**config.mk**
```make
export PLATFORM = sky130hd
export DESIGN_NAME = ame_ctrl
export DESIGN_NICKNAME = d
export VERILOG_FILES = /design/src/rtl/core/ame_pkg.sv /design/src/rtl/core/ame_ctrl.sv
export SDC_FILE = /design/constraint.sdc
export NUM_CORES = 1
export LEC_CHECK = 0
export BUFFER_PORTS_ARGS = -buffer_cell sky130_fd_sc_hd__buf_2
export CAP_MARGIN = 20
export CORE_AREA = 2 2 39 41
export CTS_CLUSTER_DIAMETER = 60
export DETAILED_ROUTE_END_ITERATION = 7
export DIE_AREA = 0 0 41 43
export GPL_TIMING_DRIVEN = 0
export PLACE_DENSITY_LB_ADDON = 0.25
export SYNTH_ARGS = -nofsm -noshare
export SYNTH_HDL_FRONTEND = slang
export SYNTH_SLANG_ARGS = --single-unit
```
**constraint.sdc**
```tcl
create_clock -name i_clk -period 1.8 [get_ports i_clk]
set_clock_uncertainty 0.05 [all_clocks]
set_input_delay 0.27 -clock i_clk [delete_from_list [all_inputs] [get_ports i_clk]]
set_output_delay 0.27 -clock i_clk [all_outputs]
set_load 0.05 [all_outputs]
```
**src/rtl/core/ame_pkg.sv**
```systemverilog
// Shared constants, opcodes and controller/datapath types for the accumulator machine core.
package ame_pkg;

    localparam int MEM_WORDS = 4096;
    localparam int MEM_AW    = $clog2(MEM_WORDS);
    localparam int WORD_W    = 40;
    localparam int HALF_W    = 20;
    localparam int ADDR_W    = 12;
    localparam int OPC_W     = 8;
    localparam int IOP_W     = 2;
    localparam int ITER_N    = WORD_W;
    localparam int CNT_W     = $clog2(ITER_N);

    typedef logic [WORD_W-1:0] t_word;

    // request operation codes
    localparam logic [IOP_W-1:0] IOP_WRITE = 2'd0;
    localparam logic [IOP_W-1:0] IOP_READ  = 2'd1;
    localparam logic [IOP_W-1:0] IOP_EXEC  = 2'd2;

    // instruction opcodes
    localparam logic [OPC_W-1:0] OP_LOAD      = 8'd1;
    localparam logic [OPC_W-1:0] OP_LOAD_NEG  = 8'd2;
    localparam logic [OPC_W-1:0] OP_LOAD_ABS  = 8'd3;
    localparam logic [OPC_W-1:0] OP_LOAD_NABS = 8'd4;
    localparam logic [OPC_W-1:0] OP_ADD       = 8'd5;
    localparam logic [OPC_W-1:0] OP_SUB       = 8'd6;
    localparam logic [OPC_W-1:0] OP_ADD_ABS   = 8'd7;
    localparam logic [OPC_W-1:0] OP_SUB_ABS   = 8'd8;
    localparam logic [OPC_W-1:0] OP_LOAD_MQ_M = 8'd9;
    localparam logic [OPC_W-1:0] OP_LOAD_MQ   = 8'd10;
    localparam logic [OPC_W-1:0] OP_MUL       = 8'd11;
    localparam logic [OPC_W-1:0] OP_DIV       = 8'd12;
    localparam logic [OPC_W-1:0] OP_JMP_L     = 8'd13;
    localparam logic [OPC_W-1:0] OP_JMP_R     = 8'd14;
    localparam logic [OPC_W-1:0] OP_JGE_L     = 8'd15;
    localparam logic [OPC_W-1:0] OP_JGE_R     = 8'd16;
    localparam logic [OPC_W-1:0] OP_STOR_L    = 8'd18;
    localparam logic [OPC_W-1:0] OP_STOR_R    = 8'd19;
    localparam logic [OPC_W-1:0] OP_LSH       = 8'd20;
    localparam logic [OPC_W-1:0] OP_RSH       = 8'd21;
    localparam logic [OPC_W-1:0] OP_STOR      = 8'd33;
    localparam logic [OPC_W-1:0] OP_HALT      = 8'd255;

    typedef enum logic [3:0] {
        S_CLEAR, S_IDLE, S_DISPATCH, S_WRITE, S_READ, S_READ_W, S_FETCH, S_FETCH_W,
        S_BUF, S_OPER, S_PREP, S_EXEC, S_MUL, S_MUL_FIX, S_DIV, S_DIV_FIX
    } t_state;

    typedef enum logic [3:0] {
        A_NONE, A_CLEAR, A_LATCH, A_WRITE, A_READ_IN, A_GRAB_RD, A_FETCH_RD,
        A_FETCH_TAKE, A_BUF_TAKE, A_OPER_RD, A_PREP, A_EXEC, A_MUL_STEP,
        A_MUL_FIX, A_DIV_STEP, A_DIV_FIX
    } t_act;

    typedef struct packed {
        t_act act;
        logic load_out;
    } t_cmd;

    typedef struct packed {
        logic [IOP_W-1:0] operation;
        logic             halted;
        logic             right_pending;
        logic             is_mul;
        logic             is_div;
        logic             cnt_last;
        logic             clr_last;
    } t_status;

endpackage

```
**src/rtl/core/ame_ctrl.sv**
```systemverilog
// Controller: sequences memory clear, request dispatch, fetch, execute and response.
module ame_ctrl (
    input  logic             i_clk,
    input  logic             i_rst_n,
    input  logic             i_in_valid,
    input  logic             i_out_ready,
    input  ame_pkg::t_status i_status,
    output logic             o_in_ready,
    output logic             o_out_valid,
    output ame_pkg::t_cmd    o_cmd
);

    ame_pkg::t_state r_state, n_state;
    logic            r_ov, n_ov;
    logic            r_resp, n_resp;

    always_ff @(posedge i_clk) begin
        if (!i_rst_n) begin
            r_state <= ame_pkg::S_CLEAR;
            r_ov    <= 1'b0;
            r_resp  <= 1'b0;
        end else begin
            r_state <= n_state;
            r_ov    <= n_ov;
            r_resp  <= n_resp;
        end
    end

    // r_resp marks the IDLE visit that still owes a response
    always_comb begin
        n_state          = r_state;
        n_resp           = r_resp;
        o_cmd.act        = ame_pkg::A_NONE;
        o_cmd.load_out   = 1'b0;
        o_in_ready       = 1'b0;
        case (r_state)
            ame_pkg::S_CLEAR: begin
                o_cmd.act = ame_pkg::A_CLEAR;
                if (i_status.clr_last) begin
                    n_state = ame_pkg::S_IDLE;
                end
            end
            ame_pkg::S_IDLE: begin
                if (r_resp) begin
                    if (!r_ov || i_out_ready) begin
                        o_cmd.load_out = 1'b1;
                        n_resp         = 1'b0;
                    end
                end else begin
                    o_in_ready = 1'b1;
                    if (i_in_valid) begin
                        o_cmd.act = ame_pkg::A_LATCH;
                        n_state   = ame_pkg::S_DISPATCH;
                    end
                end
            end
            ame_pkg::S_DISPATCH: begin
                n_state = ame_pkg::S_IDLE;
                n_resp  = 1'b1;
                case (i_status.operation)
                    ame_pkg::IOP_WRITE: n_state = ame_pkg::S_WRITE;
                    ame_pkg::IOP_READ:  n_state = ame_pkg::S_READ;
                    ame_pkg::IOP_EXEC: begin
                        if (!i_status.halted) begin
                            n_state = i_status.right_pending ? ame_pkg::S_BUF
                                                             : ame_pkg::S_FETCH;
                        end
                    end
                    default: n_state = ame_pkg::S_IDLE;
                endcase
            end
            ame_pkg::S_WRITE: begin
                o_cmd.act = ame_pkg::A_WRITE;
                n_state   = ame_pkg::S_IDLE;
            end
            ame_pkg::S_READ: begin
                o_cmd.act = ame_pkg::A_READ_IN;
                n_state   = ame_pkg::S_READ_W;
            end
            ame_pkg::S_READ_W: begin
                o_cmd.act = ame_pkg::A_GRAB_RD;
                n_state   = ame_pkg::S_IDLE;
            end
            ame_pkg::S_FETCH: begin
                o_cmd.act = ame_pkg::A_FETCH_RD;
                n_state   = ame_pkg::S_FETCH_W;
            end
            ame_pkg::S_FETCH_W: begin
                o_cmd.act = ame_pkg::A_FETCH_TAKE;
                n_state   = ame_pkg::S_OPER;
            end
            ame_pkg::S_BUF: begin
                o_cmd.act = ame_pkg::A_BUF_TAKE;
                n_state   = ame_pkg::S_OPER;
            end
            ame_pkg::S_OPER: begin
                o_cmd.act = ame_pkg::A_OPER_RD;
                n_state   = ame_pkg::S_PREP;
            end
            ame_pkg::S_PREP: begin
                o_cmd.act = ame_pkg::A_PREP;
                if (i_status.is_mul) begin
                    n_state = ame_pkg::S_MUL;
                end else if (i_status.is_div) begin
                    n_state = ame_pkg::S_DIV;
                end else begin
                    n_state = ame_pkg::S_EXEC;
                end
            end
            ame_pkg::S_EXEC: begin
                o_cmd.act = ame_pkg::A_EXEC;
                n_state   = ame_pkg::S_IDLE;
            end
            ame_pkg::S_MUL: begin
                o_cmd.act = ame_pkg::A_MUL_STEP;
                if (i_status.cnt_last) begin
                    n_state = ame_pkg::S_MUL_FIX;
                end
            end
            ame_pkg::S_MUL_FIX: begin
                o_cmd.act = ame_pkg::A_MUL_FIX;
                n_state   = ame_pkg::S_IDLE;
            end
            ame_pkg::S_DIV: begin
                o_cmd.act = ame_pkg::A_DIV_STEP;
                if (i_status.cnt_last) begin
                    n_state = ame_pkg::S_DIV_FIX;
                end
            end
            ame_pkg::S_DIV_FIX: begin
                o_cmd.act = ame_pkg::A_DIV_FIX;
                n_state   = ame_pkg::S_IDLE;
            end
            default: n_state = ame_pkg::S_IDLE;
        endcase
    end

    always_comb begin
        if (o_cmd.load_out) begin
            n_ov = 1'b1;
        end else if (i_out_ready) begin
            n_ov = 1'b0;
        end else begin
            n_ov = r_ov;
        end
    end

    assign o_out_valid = r_ov;

    a_load_sets_valid: assert property (@(posedge i_clk) disable iff (!i_rst_n)
        o_cmd.load_out |=> o_out_valid)
        else $error("response load did not raise valid");

    a_mul_ends: assert property (@(posedge i_clk) disable iff (!i_rst_n)
        (r_state == ame_pkg::S_MUL && i_status.cnt_last) |=> r_state == ame_pkg::S_MUL_FIX)
        else $error("multiply did not finish after last step");

    a_no_accept_in_clear: assert property (@(posedge i_clk) disable iff (!i_rst_n)
        (r_state == ame_pkg::S_CLEAR) |-> !o_in_ready)
        else $error("request accepted during memory clear");

    a_accept_dispatch: assert property (@(posedge i_clk) disable iff (!i_rst_n)
        (o_in_ready && i_in_valid) |=> r_state == ame_pkg::S_DISPATCH)
        else $error("accepted request not dispatched");

endmodule
```
# Word level (Yosys, flattened, before mapping)
# Index checks and enable logic that the tools add are counted.
# classes
eq_ne,22
mux,24
n_reduce_logical,9
# op_table
op,count
$pmux 4 s15,1
$pmux 4 s11,1
$eq 4x4->1 const B,8
$mux 4,7
$eq 4x3->1 const B,4
$pmux 4 s3,1
$ne 2x2->1 const B,5
$mux 1,9
$eq 4x2->1 const B,2
$mux 3,2
$reduce_and 5->1,1
$reduce_or 5->1,1
$eq 4x1->1 const B,1
$logic_not 4->1,1
$mux 2,2
$reduce_bool 2->1,2
$eq 2x1->1 const B,1
$eq 2x2->1 const B,1
$logic_not 2->1,1
$pmux 1 s2,1
$reduce_or 2->1,1
$logic_not 1->1,1
$logic_or 1x1->1,1
# totals
ff_bits,6
in_bits,12
output_inout_bits,7
word_cells,58

# Longest topological paths before layout
# Gate-level depths: netlist of run 1.
# depth
depth_word,6
mapped_depth,5
depth_no_buf,4

# Worst setup path before layout of run 1
# Ideal clock, no wire load.
# synth_timing
kind,reg2out
startpoint,reg r_state[2]
endpoint,out o_cmd[1] in the netlist's numbering
arrival_time_ps,1567
required_time_ps,1480
setup_slack_ps,-87
stages_incl_launch_ff,4
n_path_buf,1
path_cell_list,dfxtp_1 -> buf_2 -> nor3_1 -> xor2_1
# synth_lines
item,line,source
"start, declared",ame_ctrl.sv:13,"ame_pkg::t_state r_state, n_state;"
"start signal, assigned",ame_ctrl.sv:19,r_state <= ame_pkg::S_CLEAR;
"start signal, assigned",ame_ctrl.sv:23,r_state <= n_state;
"end, declared",ame_ctrl.sv:10,output ame_pkg::t_cmd o_cmd

==> results of run 1 <==
-- worst max-delay path: stages (launching register included) --
cell and delay, ns:
sky130_fd_sc_hd__dfxtp_2 0.32, sky130_fd_sc_hd__buf_6 0.13, sky130_fd_sc_hd__nor3_4 0.20, sky130_fd_sc_hd__nand2_2 0.10
sky130_fd_sc_hd__nor3b_2 0.19, sky130_fd_sc_hd__buf_4 0.13, sky130_fd_sc_hd__buf_8 0.13
-- kinds of logic (layout without fill, tap and decap cells) --
kind of cell           after synthesis  in the layout  synth area share
AO/OA/AOI/OAI                       20             20             0.301
XOR/XNOR                             1              1            0.0192
buffers and inverters               11             35             0.104
flip-flops                           6              6             0.263
AND/OR/NAND/NOR                     23             23             0.312
-- final cells by class --
cell class	count	area, um^2
well taps	16	20.0
clock buffers	3	22.5
flip-flops and latches	6	124
plain buffers	5	33.8
multi-input cells	44	310
inverters	5	18.8
repair buffers	22	135
fillers	131	719
-- registers in the layout (all words and copies together) (netlist names) --
register / flops
r_resp: 1
o_out_valid: 1
r_state: 4
-- where the power goes --
group          total, mW  internal (mW)  switching (mW)
logic              0.101         0.0411          0.0597
clock network      0.114         0.0748          0.0390
registers          0.150          0.138          0.0120
-- metrics by stage --
stage	hold WS (ns)	worst slack, ns
floorplan	0.338	-0.0868
global placement	0.501	-0.0855
detailed placement	0.504	-0.0912
CTS	0.261	0.00404
global route	0.263	-0.0116
finish	0.262	0.0606
-- placed cells by master (no fill, tap or decap), types with 2 or more instances in the layout --
cell type	n
sky130_fd_sc_hd__nor2b_1	4
sky130_fd_sc_hd__nand2_1	2
sky130_fd_sc_hd__nor2_1	3
sky130_fd_sc_hd__o22ai_1	2
sky130_fd_sc_hd__buf_2	15
sky130_fd_sc_hd__dfxtp_1	3
sky130_fd_sc_hd__inv_1	5
sky130_fd_sc_hd__o21ai_0	3
sky130_fd_sc_hd__nor3b_1	2
sky130_fd_sc_hd__buf_4	8
sky130_fd_sc_hd__clkbuf_4	3
sky130_fd_sc_hd__o21a_1	2
sky130_fd_sc_hd__clkbuf_1	2
sky130_fd_sc_hd__dfxtp_2	3
sky130_fd_sc_hd__a21oi_1	4
-- final timing paths --
kind                                 from                       to  slack, ns
setup / recovery  r_state[2]$_SDFFE_PN0P_                 o_cmd[0]       0.06
hold / removal                    i_rst_n  r_state[0]$_SDFFE_PN0P_       0.26
setup reg to reg  r_state[2]$_SDFFE_PN0P_  r_state[0]$_SDFFE_PN0P_       0.44
hold reg to reg       r_resp$_SDFFE_PN0P_      r_resp$_SDFFE_PN0P_       0.51
-- synth_stat cells --
library cell	number	area (um^2)
sky130_fd_sc_hd__a22oi_1	1	7.51
sky130_fd_sc_hd__nor3_1	2	10.0
sky130_fd_sc_hd__buf_4	1	7.51
sky130_fd_sc_hd__a21boi_0	1	7.51
sky130_fd_sc_hd__dfxtp_1	6	120
sky130_fd_sc_hd__nor4_1	1	6.26
sky130_fd_sc_hd__nand2_1	3	11.3
sky130_fd_sc_hd__nor3b_1	3	22.5
sky130_fd_sc_hd__a31oi_1	1	6.26
sky130_fd_sc_hd__o22ai_1	2	12.5
sky130_fd_sc_hd__a32oi_1	1	8.76
sky130_fd_sc_hd__o21a_1	2	15.0
sky130_fd_sc_hd__o21ai_0	3	15.0
sky130_fd_sc_hd__a21oi_1	4	20.0
sky130_fd_sc_hd__inv_1	5	18.8
sky130_fd_sc_hd__buf_2	2	10.0
sky130_fd_sc_hd__nor2b_1	4	25.0
sky130_fd_sc_hd__clkbuf_1	3	11.3
sky130_fd_sc_hd__a221o_1	1	10.0
sky130_fd_sc_hd__and2_1	1	6.26
sky130_fd_sc_hd__nor3_2	1	10.0
sky130_fd_sc_hd__o21bai_1	1	7.51
sky130_fd_sc_hd__nand3b_1	1	7.51
sky130_fd_sc_hd__or3_4	1	11.3
sky130_fd_sc_hd__nor2_1	4	15.0
sky130_fd_sc_hd__nand2b_2	1	8.76
sky130_fd_sc_hd__nor4b_1	1	8.76
sky130_fd_sc_hd__o311a_1	1	10.0
sky130_fd_sc_hd__a211oi_1	1	7.51
sky130_fd_sc_hd__xor2_1	1	8.76
sky130_fd_sc_hd__o32a_1	1	10.0
-- layer usage --
| layer | vias up | wire length (um) | track usage |
|---|---|---|---|
| li1 | 271 | - | - |
| met1 | 237 | 493 | 0.204 |
| met2 | 13 | 547 | 0.206 |
| met3 | 2 | 52 | 0.0157 |
| met4 | 0 | 10 | 0.0800 |
| met5 | - | 0 | 0 |
-- timing repair --
item,4_1_cts,5_1_grt
setup endpoints to repair,4,3
gates resized for setup,8,9
setup buffers,2,2
pin swaps,1,2
gates cloned,0,0
hold buffers,0,0
==> reports/summary.txt, run 1 <==
Total overflow reported by the global router = 0
Layout overhead on the synthesized area = 45.5%
Number of placement rows = 14
Number of nets at the end of the flow = 99
Largest net degree at the start of global routing = 15
Average vias per placed instance = 5.18
ANT nets after route = 0
Vias in the first global route = 436
Final cell utilization of the core = 0.480
DR pass1 iterations = 4
Final slew viol count = 0
Fraction of final layout cells with drive strength greater than 1 = 0.447
# H-tree levels = 1
Max transition margin = 0.693
WHS Path Cells = 2
Post-route insts no fill = 101
Synth Cell Area = 457 um^2
First-pass GRT wire length = 1770 um
Total inserted antenna cells = 0
Type of the worst setup path = register to output pin
Number of sinks driven by the clock tree = 6
Sequential-to-total area share from yosys stat = 0.263
Skew-Pair Late Insertion Delay = 0.23 ns
Cells on worst reg2reg path = 5
Maximum frequency from static timing analysis = 575 MHz
Clock tree root buffer cell = sky130_fd_sc_hd__clkbuf_4
Synthesis Warnings = 0
Total power draw = 0.365 mW
Class of the tightest hold or removal check = input port to register
Final Hold Viols = 0
Remaining routing DRC violations = 0
Cell count after synthesis = 61
CTS Buf Count = 3
Total number of vias = 523
Detailed-placement wirelength estimate = 826 um
Port-buffer cells = 18
Power density over the cells = 549 nW/um^2
Top-level port count = 19
Minimum period implied by the final worst setup slack = 1.74 ns
Standard cell core area = 1380 um^2
Arrival time worst endpoint = 1.42 ns
Number of distinct library cells after synthesis = 31
Post-synthesis average cell area = 7.49 um^2
Area of the die = 1760 um^2
Clock Tree Buf Depth = 2
Average wire per cell in the routed design = 10.9 um
Die outline height = 43 um
Overall die width = 41 um
Fin Setup TNS = 0 ns
Count of maximum capacitance violations = 0
Total leakage power = 0.285 nW
Total cell area at the placement stage = 569 um^2
Setup violations, final = 0
Status = complete, no violations
Post-route standard cell area excluding fillers = 664 um^2
Maximum ir drop on the vdd rail = 0.316 mV
Post-Syn Nets = 73
Share of the cycle needed by the critical path after routing = 0.966
Actual slew at the worst max-slew pin = 0.460 ns
Initial core utilization = 0.330
Critical path peak fanout = 6
TritonCTS clock tree = done
Crit end category = output pin
WP data required = 1.48 ns
Antenna violations before repair = 0
DP Cell Count = 95
Aggregate global-route resource usage = 0.145
Startpoint kind of the worst setup timing path = register
Final estimated routing congestion in global placement = 0.768
CTS clk-pin slew, worst paths = 0.04 ns
Unrepaired setup endpoints after global routing = yes
Number of synthesized register bits = 6
Wire length reported by the detailed router = 1100 um
Number of DRC markers in iteration 0 = 12
(Power assumes the default switching activity.)
==> run 2: changes to the inputs <==
- MAX_ROUTING_LAYER: unset -> met4
==> reports/summary.txt, run 2 (same netlist as run 1, synthesis figures left out) <==
Number of placement rows = 14 (unchanged)
Power density over the cells = 549 nW/um^2 (about the same)
Skew-Pair Late Insertion Delay = 0.23 ns (about the same)
Register bank with the most flops = r_state
Total leakage power = 0.285 nW (unchanged)
Total cell area at the placement stage = 569 um^2 (unchanged)
Crit end category = output pin
Worst hold margin = 0.262 ns (+0.0000340 ns)
Average vias per placed instance = 5.20 (+0.38%)
Vias in the first global route = 436 (unchanged)
Startpoint kind of the worst setup timing path = register
Total number of vias = 525 (+0.38%)
Aggregate global-route resource usage = 0.148 (+0.00358)
Top-level port count = 19 (unchanged)
Unrepaired setup endpoints after global routing = yes
TritonCTS clock tree = done
Final Hold Viols = 0 (unchanged)
CTS Buf Count = 3 (unchanged)
Max transition margin = 0.709 (+0.0169)
# H-tree levels = 1 (unchanged)
Remaining routing DRC violations = 0 (unchanged)
Overall die width = 41 um (unchanged)
Count of maximum capacitance violations = 0 (unchanged)
Total inserted antenna cells = 0 (unchanged)
Die outline height = 43 um (unchanged)
Hold-fix buffer count after cts = 0 (unchanged)
Final estimated routing congestion in global placement = 0.779 (+1.3%)
Top library cells by usage in the layout, fill and taps aside = sky130_fd_sc_hd__buf_2, sky130_fd_sc_hd__buf_4, sky130_fd_sc_hd__inv_1
ANT nets after route = 0 (unchanged)
Area of the die = 1760 um^2 (unchanged)
Flip-flop count of the largest register, all copies and words added = 4 (unchanged)
Type of the worst setup path = register to output pin
Arrival time worst endpoint = 1.42 ns (about the same)
Maximum frequency from static timing analysis = 575 MHz (about the same)
Clock Tree Buf Depth = 2 (unchanged)
CTS clk-pin slew, worst paths = 0.04 ns (about the same)
DR pass1 iterations = 4 (unchanged)
Average wire per cell in the routed design = 11.0 um (+1.1%)
Total overflow reported by the global router = 0 (unchanged)
WP data required = 1.48 ns (about the same)
Fraction of final layout cells with drive strength greater than 1 = 0.447 (unchanged)
First-pass GRT wire length = 1770 um (unchanged)
Port-buffer cells = 18 (unchanged)
Wire length reported by the detailed router = 1110 um (+1.1%)
Class of the tightest hold or removal check = input port to register
Final worst setup slack = 0.0613 ns (+0.000624 ns)
Fin Setup TNS = 0 ns (unchanged)
Largest net degree at the start of global routing = 15 (unchanged)
Clock tree root buffer cell = sky130_fd_sc_hd__clkbuf_4
Layout overhead on the synthesized area = 45.5% (unchanged)
Setup violations, final = 0 (unchanged)
Minimum period implied by the final worst setup slack = 1.74 ns (-0.000624 ns)
Critical path peak fanout = 6 (unchanged)
Number of nets at the end of the flow = 99 (unchanged)
Number of sinks driven by the clock tree = 6 (unchanged)
Post-route standard cell area excluding fillers = 664 um^2 (unchanged)
Maximum ir drop on the vdd rail = 0.315 mV (-0.28%)
Status = complete, no violations
Most common cell after layout, fill and taps aside = sky130_fd_sc_hd__buf_2
Detailed-placement wirelength estimate = 826 um (unchanged)
Actual slew at the worst max-slew pin = 0.435 ns (-0.0253 ns)
Final slew viol count = 0 (unchanged)
Antenna violations before repair = 0 (unchanged)
Post-placement setup slack = -0.0912 ns (unchanged)
Number of DRC markers in iteration 0 = 22 (+10)
Standard cell core area = 1380 um^2 (unchanged)
Initial core utilization = 0.330 (unchanged)
Share of the cycle needed by the critical path after routing = 0.966 (about the same)
Reg2reg setup slack = 0.44 ns (about the same)
-- run 2: cell counts in the layout (fill, tap and decap cells not counted) --
Identical to the previous run, type by type.
-- run 2: what timing repair did --
item                       CTS  global route
gates resized for setup      8             9
setup endpoints to repair    4             3
setup buffers                2             2
pin swaps                    1             2
-- run 2: where the power goes --
group / total, mW / internal (mW) / switching (mW)
sequential: 0.150 / 0.138 / 0.0118
combinational: 0.101 / 0.0412 / 0.0599
clock: 0.114 / 0.0748 / 0.0390
total: 0.365 / 0.254 / 0.111
-- run 2: path summary, 6_finish.rpt --
check	from	depth (start not counted)	end
worst max-delay path	r_state[2]$_SDFFE_PN0P_	6	o_cmd[0]
worst min-delay path	i_rst_n	2	r_state[0]$_SDFFE_PN0P_
worst max register to register	r_state[2]$_SDFFE_PN0P_	5	r_state[0]$_SDFFE_PN0P_
worst min register to register	r_resp$_SDFFE_PN0P_	2	r_resp$_SDFFE_PN0P_
-- run 2: through the flow --
step	power (mW)	util	std cells
after global placement	0.244	0.411	95
after detailed placement	0.244	0.411	95
after global routing	0.385	0.480	101
final	0.365	0.480	101
after floorplan	0.214	-	61
after CTS	0.370	0.458	99
-- run 2: per-layer routing --
metal / vias to the layer above / global-route usage / share of wire / wire, um
met3: 2 / 0.0157 / 0.053 / 59
met2: 14 / 0.206 / 0.49 / 551
met4: 0 / 0.0800 / 0.0090 / 10
li1: 271 / - / - / -
met5: - / - / 0 / 0
met1: 238 / 0.204 / 0.44 / 493
-- run 2: cell type report --
type	instances	area [um^2]
Multi-Input combinational cell	44	310
Sequential cell	6	124
Timing Repair Buffer	22	135
Tap cell	16	20.0
Buffer	5	33.8
Inverter	5	18.8
Clock buffer	3	22.5
Fill cell	131	719
-- run 2: critical path, cell delays in order (launching register included) --
cell                      delay [ns]
sky130_fd_sc_hd__dfxtp_2        0.32
sky130_fd_sc_hd__buf_6          0.13
sky130_fd_sc_hd__nor3_4         0.20
sky130_fd_sc_hd__nand2_2        0.10
sky130_fd_sc_hd__nor3b_2        0.18
sky130_fd_sc_hd__buf_4          0.13
sky130_fd_sc_hd__buf_8          0.13
